<file path="src/sv/tbp_pkg.sv">
package tbp_pkg;

    localparam int LOCAL_INDEX_BITS  = 12;
    localparam int GLOBAL_INDEX_BITS = 12;
    localparam int HISTORY_BITS      = 12;

    localparam int LOCAL_DEPTH  = 1 << LOCAL_INDEX_BITS;
    localparam int GLOBAL_DEPTH = 1 << GLOBAL_INDEX_BITS;
    localparam int CLR_BITS     = (LOCAL_INDEX_BITS > GLOBAL_INDEX_BITS) ?
                                  LOCAL_INDEX_BITS : GLOBAL_INDEX_BITS;

    localparam int PC_BITS      = 32;
    localparam int CTR_BITS     = 3;
    localparam int S_TDATA_BITS = 40;
    localparam int M_TDATA_BITS = 8;

    // register indexes
    localparam logic CFG_LOCAL_MODE  = 1'b0;
    localparam logic CFG_GLOBAL_MODE = 1'b1;

    localparam logic [CTR_BITS-1:0] CTR_ZERO      = 3'b000;
    localparam logic [CTR_BITS-1:0] CTR_MAX_TWO   = 3'b011;
    localparam logic [CTR_BITS-1:0] CTR_MID_THREE = 3'b100;
    localparam logic [CTR_BITS-1:0] CTR_MAX_THREE = 3'b111;
    localparam logic [CTR_BITS-1:0] CTR_MID_TWO   = 3'd2;
    localparam logic [1:0]          CHOOSER_RESET = 2'd2;

    typedef struct packed {
        logic                accept;
        logic                update;
        logic                clear_we;
        logic                clear_local;
        logic                clear_global;
        logic [CLR_BITS-1:0] clear_addr;
        logic                mode_we_local;
        logic                mode_we_global;
    } tbp_cmd_t;

    typedef struct packed {
        logic out_blocked;
    } tbp_status_t;

    function automatic logic [CTR_BITS-1:0] midpoint(input logic mode);
        return mode ? CTR_MID_THREE : CTR_MID_TWO;
    endfunction

    function automatic logic counter_taken(input logic [CTR_BITS-1:0] v, input logic mode);
        return mode ? (v > 3'd3) : (v > 3'd1);
    endfunction

    function automatic logic [CTR_BITS-1:0] counter_next(input logic [CTR_BITS-1:0] v,
                                                         input logic mode,
                                                         input logic t);
        logic [CTR_BITS-1:0] top;
        logic [CTR_BITS-1:0] r;
        top = mode ? CTR_MAX_THREE : CTR_MAX_TWO;
        // hysteresis jumps across the midpoint
        if (mode && v == 3'd3 && t)
            r = 3'd6;
        else if (mode && v == CTR_MID_THREE && !t)
            r = CTR_ZERO;
        else if (!mode && v == 3'd1 && t)
            r = CTR_MAX_TWO;
        else if (!mode && v == CTR_MID_TWO && !t)
            r = CTR_ZERO;
        else if (t)
            r = (v < top) ? v + 3'd1 : top;
        else
            r = (v > CTR_ZERO) ? v - 3'd1 : CTR_ZERO;
        return r;
    endfunction

    function automatic logic [1:0] chooser_next(input logic [1:0] c,
                                                input logic lok,
                                                input logic gok);
        logic [1:0] r;
        r = c;
        if (!lok && gok)
            r = (c == 2'd1) ? 2'd3 : ((c < 2'd3) ? c + 2'd1 : 2'd3);
        else if (lok && !gok)
            r = (c == 2'd2) ? 2'd0 : ((c > 2'd0) ? c - 2'd1 : 2'd0);
        return r;
    endfunction

endpackage

</file>
<file path="src/sv/tbp_ctrl.sv">
module tbp_ctrl
    import tbp_pkg::*;
(
    input  logic        clk,
    input  logic        rst_n,
    input  logic        s_tvalid,
    output logic        s_tready,
    input  logic        cfg_we,
    input  logic        cfg_index,
    input  tbp_status_t status,
    output tbp_cmd_t    cmd
);

    typedef enum logic [1:0] {
        ST_CLEAR,
        ST_IDLE,
        ST_UPDATE
    } state_t;

    state_t              state_reg, state_next;
    logic [CLR_BITS-1:0] clr_cnt_reg, clr_cnt_next;
    logic                clr_local_reg, clr_local_next;
    logic                clr_global_reg, clr_global_next;
    logic                s_tready_reg;

    always_comb
    begin
        state_next      = state_reg;
        clr_cnt_next    = clr_cnt_reg;
        clr_local_next  = clr_local_reg;
        clr_global_next = clr_global_reg;

        cmd                = '0;
        cmd.clear_addr     = clr_cnt_reg;
        cmd.clear_local    = clr_local_reg;
        cmd.clear_global   = clr_global_reg;

        case (state_reg)
            ST_CLEAR:
            begin
                cmd.clear_we = 1'b1;
                clr_cnt_next = clr_cnt_reg + 1'b1;
                if (clr_cnt_reg == '1)
                begin
                    clr_local_next  = 1'b0;
                    clr_global_next = 1'b0;
                    state_next      = ST_IDLE;
                end
            end
            ST_IDLE:
            begin
                if (s_tvalid && s_tready_reg)
                begin
                    cmd.accept = 1'b1;
                    state_next = ST_UPDATE;
                end
            end
            ST_UPDATE:
            begin
                if (!status.out_blocked)
                begin
                    cmd.update = 1'b1;
                    state_next = ST_IDLE;
                end
            end
            default:
            begin
                state_next = ST_IDLE;
            end
        endcase

        // a mode write restarts the refill sweep for its table
        if (cfg_we)
        begin
            cmd.mode_we_local  = (cfg_index == CFG_LOCAL_MODE);
            cmd.mode_we_global = (cfg_index == CFG_GLOBAL_MODE);
            clr_local_next     = (state_next == ST_CLEAR && clr_local_next) ||
                                 (cfg_index == CFG_LOCAL_MODE);
            clr_global_next    = (state_next == ST_CLEAR && clr_global_next) ||
                                 (cfg_index == CFG_GLOBAL_MODE);
            clr_cnt_next       = '0;
            state_next         = ST_CLEAR;
        end
    end

    always_ff @(posedge clk or negedge rst_n)
    begin
        if (!rst_n)
        begin
            state_reg      <= ST_CLEAR;
            clr_cnt_reg    <= '0;
            clr_local_reg  <= 1'b1;
            clr_global_reg <= 1'b1;
            s_tready_reg   <= 1'b0;
        end
        else
        begin
            state_reg      <= state_next;
            clr_cnt_reg    <= clr_cnt_next;
            clr_local_reg  <= clr_local_next;
            clr_global_reg <= clr_global_next;
            s_tready_reg   <= (state_next == ST_IDLE);
        end
    end

    assign s_tready = s_tready_reg;

endmodule

</file>
<file path="config.mk">
export PLATFORM = sky130hd
export DESIGN_NAME = tbp_ctrl
export DESIGN_NICKNAME = d
export VERILOG_FILES = /design/src/sv/tbp_pkg.sv /design/src/sv/tbp_ctrl.sv
export SDC_FILE = /design/constraint.sdc
export NUM_CORES = 1
export LEC_CHECK = 0
export BUFFER_PORTS_ARGS = -buffer_cell sky130_fd_sc_hd__buf_4
export CORE_MARGIN = 3
export CORE_UTILIZATION = 40
export DETAILED_ROUTE_END_ITERATION = 7
export PLACE_DENSITY_LB_ADDON = 0.3
export SYNTH_ARGS = -nofsm -noshare
export SYNTH_HDL_FRONTEND = slang
export SYNTH_SLANG_ARGS = --single-unit
</file>
<file path="constraint.sdc">
create_clock -name clk -period 1.9 [get_ports clk]
set_input_delay 0.095 -clock clk [delete_from_list [all_inputs] [get_ports clk]]
set_output_delay 0.095 -clock clk [all_outputs]
set_load 0.1 [all_outputs]
</file>
== Word level (Yosys, flattened, before mapping) ==
Index checks and enable logic that the tools add are counted.

* Register bits: 17
* Bits in latches: 0
* Bits in writable memories: 0
* Bits in read-only memories: 0
* Input bits: 6
* Output and inout port bits: 20
* Word-level logic and storage cells: 38
* Memories: 0

* Add/sub/neg operators: 1
* Multipliers: 0
* Div/mod/pow operators: 0
* Order comparisons: 0
* Eq/ne operators: 4
* Shift-type cells: 0
* Mux-type cells: 19
* Bitwise logic cells: 1
* Reduce and logical (&&, ||, !) cells: 8

{| class="wikitable"
|+ Operators with widths
! cell !! number
|-
| 2-to-1 mux 12 bit || 2
|-
| adder 12 x 1 -> 12 bit, second input constant || 1
|-
| equality test 12 bit, second input constant || 1
|-
| 2-to-1 mux 1 bit || 11
|-
| 2-to-1 mux 2 bit || 5
|-
| case mux 2 bit (3 select lines) || 1
|-
| equality test 2 x 1 -> 1 bit, second input constant || 2
|-
| zero test 2 bit || 2
|-
| logical AND 1 bit || 3
|-
| equality test 2 bit, second input constant || 1
|-
| logical OR 1 bit || 2
|-
| nonzero test 2 bit || 1
|-
| NOT 1 bit || 1
|}

== Longest topological paths before layout ==
* Word-level depth: 7
* Mapped depth: 5
* Mapped depth without buffers: 4

== Worst setup path before layout ==
OpenSTA, ideal clock, no wires.

* Path type: reg2out
* Start point: register state_reg[0]
* End point: output cmd[17] (netlist name)
* Data arrival time: 2.706 ns
* Data required time: 1.805 ns
* Slack: -0.901 ns
* Stages on the path, launching flop included: 3
* Buffers on the path: 1
* Cell sequence: dfrtp_1 > buf_2 > nor3b_1

{| class="wikitable"
|+ RTL lines
! item !! RTL line !! RTL
|-
| start: declaration || tbp_ctrl.sv:20 || <nowiki>state_t state_reg, state_next;</nowiki>
|-
| start signal: assignment || tbp_ctrl.sv:98 || <nowiki>state_reg <= state_next;</nowiki>
|-
| end: declaration || tbp_ctrl.sv:11 || <nowiki>output tbp_cmd_t cmd</nowiki>
|}

== Worst setup path after layout ==
* Start point: register state_reg[0]
* End point: register clr_cnt_reg[11]

* Longest elaborated chain between the ends: 2

{| class="wikitable"
|+ RTL lines
! item !! RTL line !! RTL
|-
| zero test 2 bit || tbp_ctrl.sv:38 || <nowiki>case (state_reg)</nowiki>
|-
| nonzero test 2 bit (no source line) || - ||
|-
| end signal: assignment || tbp_ctrl.sv:99 || <nowiki>clr_cnt_reg <= clr_cnt_next;</nowiki>
|-
| end: declaration || tbp_ctrl.sv:21 || <nowiki>logic [CLR_BITS-1:0] clr_cnt_reg, clr_cnt_next;</nowiki>
|}

No other way between the ends.
A chain may end at the register's enable or synchronous reset.

==> impl_metrics.tcl <==
set metrics [dict create \
    met3_length_um 119 \
    cts_buffer_depth 2 \
    top_layer "met4" \
    irDropWorstVdd_mv 0.4716 \
    crit_path_start_kind "flip-flop" \
    cts_setup_buffers 0 \
    ant_nets 0 \
    cts.clk_slew.worst_paths_ns 0.11 \
    m1WireLength_um 880 \
    cts_resized 0 \
    fp.coreArea_um2 2042 \
    critical_path_class "flip-flop to flip-flop" \
    whs_path_depth 2 \
    max_slew_margin 0.7820 \
    seqCellArea_um2 460.4 \
    grt_usage 0.1667 \
    root_buffer "clkbuf_4" \
    die_area_um2 2833 \
    r2r_setup_slack_ns 0.12 \
    power.density_nw_per_um2 587.4 \
    synthAdderAreaFrac 0.01403 \
    drive_gt1_frac 0.4576 \
    crit_arrival_ns 1.96 \
    fin_crit_sh 0.9374 \
    synth_cell_types 31 \
    cpMaxStageDelayCell "or3b_1" \
    critPathCaptureType "flip-flop" \
    initial_utilization 0.4369 \
    hold_viol_final 0 \
    synthCells 91 \
    reg2reg_to "clr_cnt_reg[11]" \
    synth_xor_area_frac 0.01964 \
    max_freq_ghz 0.5614 \
    p_leak_nw 0.4765 \
    vias_per_cell 5.428 \
    met2WireLength_mm 1.024 \
    fin_util 0.5772 \
    clk_latency_ns 0.30 \
    numClockSinks 17 \
    drt_iter0_markers 16 \
    wire_per_inst_um 14.03 \
    dieWidth_um 53.23 \
    hp-class "input port to flip-flop" \
    avgSynthCellArea_um2 9.803 \
    most-common-layout-cells "buf_4 (29), a21oi_1 (9), dfrtp_4 (7), nor2_1 (6)" \
    syn2layout_area_growth_pct 32.12 \
    multi_input_area_um2 417.9 \
    synth_top_family_by_area "simple AND/OR/NAND/NOR gates" \
    finClkSkew_ns 0.009926 \
    post-route-drc-count 0 \
    reg2reg_from "state_reg[0]" \
    cp_cell_sequence "or3b_1, nor4_1, mux2_1" \
    yosysWarnings 0 \
    dp_hpwl_mm 1.453 \
    crit_start "state_reg[0]" \
    setup_tns_ns 0 \
    num_io_pins 26 \
    yosysSeqAreaShare 0.4797 \
    num_rows 16 \
    cp_num_buf_inv 0 \
    rsz0062_at_grt "no" \
    syn_nets 98 \
    yosys.area_share.simple 0.2384 \
    required_ns 2.08 \
    fill_cells 192 \
    nets 126 \
    cp-endpoint "clr_cnt_reg[11]" \
    antenna_found_initial 0 \
    num_antenna_cells 0 \
    fin_crit_ns 1.781 \
    die-height_um 53.23 \
    critical_path_depth 3 \
    drv_slew 0 \
    grt_pass1_vias 769 \
    maxCapViolCount 0 \
    grt_max_degree 22 \
    htreeDepth 1 \
    num_vias 787 \
    gp_congestion 0.7327 \
    status "finished clean" \
    syn_area_um2 892.1 \
    synth_seq_cells 17 \
    path_delay_family "simple AND/OR/NAND/NOR gates" \
    path_max_fanout 8 \
    grt.overflow.total 0 \
    final_common_cell "buf_4" \
    reg2reg_depth 3 \
    postCtsHoldBufs 1 \
    first_pass_iters 4 \
    tritoncts.num_buffers 3 \
    wirelength_mm 2.034 \
    port-buffer-count 25 \
    tritoncts "built" \
    critical-path-max-stage-delay_ns 0.48 \
    synth-compound-area-share 0.1487 \
    largest_reg_flops 12 \
    synthMuxAreaShare 0.03787 \
    worst_pin_slew_ns 0.3241 \
    setup_violations 0 \
    grt_pass1_wl_mm 3.415 \
]
## through the flow
stage               std cells  hold WS (ns)  setup WS (ns)  power, mW  area (um2)
floorplan                  91       -0.2006        -0.1564     0.4644       933.4
global placement          140      -0.02612         0.2001     0.4969        1141
detailed placement        140      -0.02142         0.1806     0.4987        1141
CTS                       145       0.08018         0.1209     0.7013        1179
global route              145       0.09794        0.04133     0.7230        1179
finish                    145       0.08870         0.1188     0.6923        1179
## layer usage
| metal | GRT usage | vias to the layer above |
|---|---|---|
| met5 | 0 | - |
| met4 | 0.03830 | 0 |
| met3 | 0.05070 | 2 |
| met1 | 0.1947 | 384 |
| met2 | 0.2939 | 18 |
| li1 | - | 383 |
## synthesized netlist by cell type
cell type  count  area, um2
o21ai_0        5      25.02
nand4bb_1      1      11.26
nand4_1        3      18.77
buf_4          2      15.01
a31o_2         2      17.52
or3_1          3      18.77
nor3b_1        2      15.01
nand3_1        1      5.000
or4_1          4      30.03
nor2_1         7      26.28
nor2b_1        4      25.02
a21boi_0       1      7.510
or3b_1         1      8.760
nand2_1        5      18.77
buf_2          2      10.01
and4b_1        1      10.01
clkbuf_1       2      7.510
dfstp_2        2      52.55
ha_1           1      12.51
a31oi_1        1      6.260
dfrtp_1       15      375.4
mux2_2         2      22.52
buf_6          1      11.26
a21oi_1        9      45.04
nor4_1         3      18.77
and2_1         1      6.260
o31ai_1        3      22.52
mux2_1         1      11.26
o2bb2ai_1      1      8.760
xnor2_1        2      17.52
inv_1          3      11.26
## worst min-delay path by stage
stage                     startpoint  slack [ns]               to
final                         cfg_we        0.09   clr_cnt_reg[8]
after global placement         rst_n       -0.03         s_tready
after global routing          cfg_we         0.1   clr_cnt_reg[6]
after floorplan                rst_n       -0.20  clr_cnt_reg[10]
after CTS                     cfg_we        0.08   clr_cnt_reg[8]
after detailed placement       rst_n       -0.02   clr_cnt_reg[3]
## report_power, final
part	switching, mW	leakage, nW	internal (mW)	total [mW]
clock	0.122	0.0177	0.0785	0.201
combinational	0.0872	0.252	0.0277	0.115
sequential	0.00613	0.207	0.371	0.377
## final cells by class
type	instances	share of cell area
Tap cell	27	0.02866
Clock inverter	1	0.004246
Timing Repair Buffer	30	0.1932
Multi-Input combinational cell	64	0.3546
Inverter	3	0.009554
Sequential cell	17	0.3907
Clock buffer	3	0.01911
## cells by family after synthesis
group | count (synthesis)
AND/OR/NAND/NOR | 36
AO/OA/AOI/OAI | 22
flip-flops | 17
buffers and inverters | 10
multiplexers | 3
XOR/XNOR | 2
adder cells (fa/ha/maj) | 1
(Power assumes the default switching activity.)
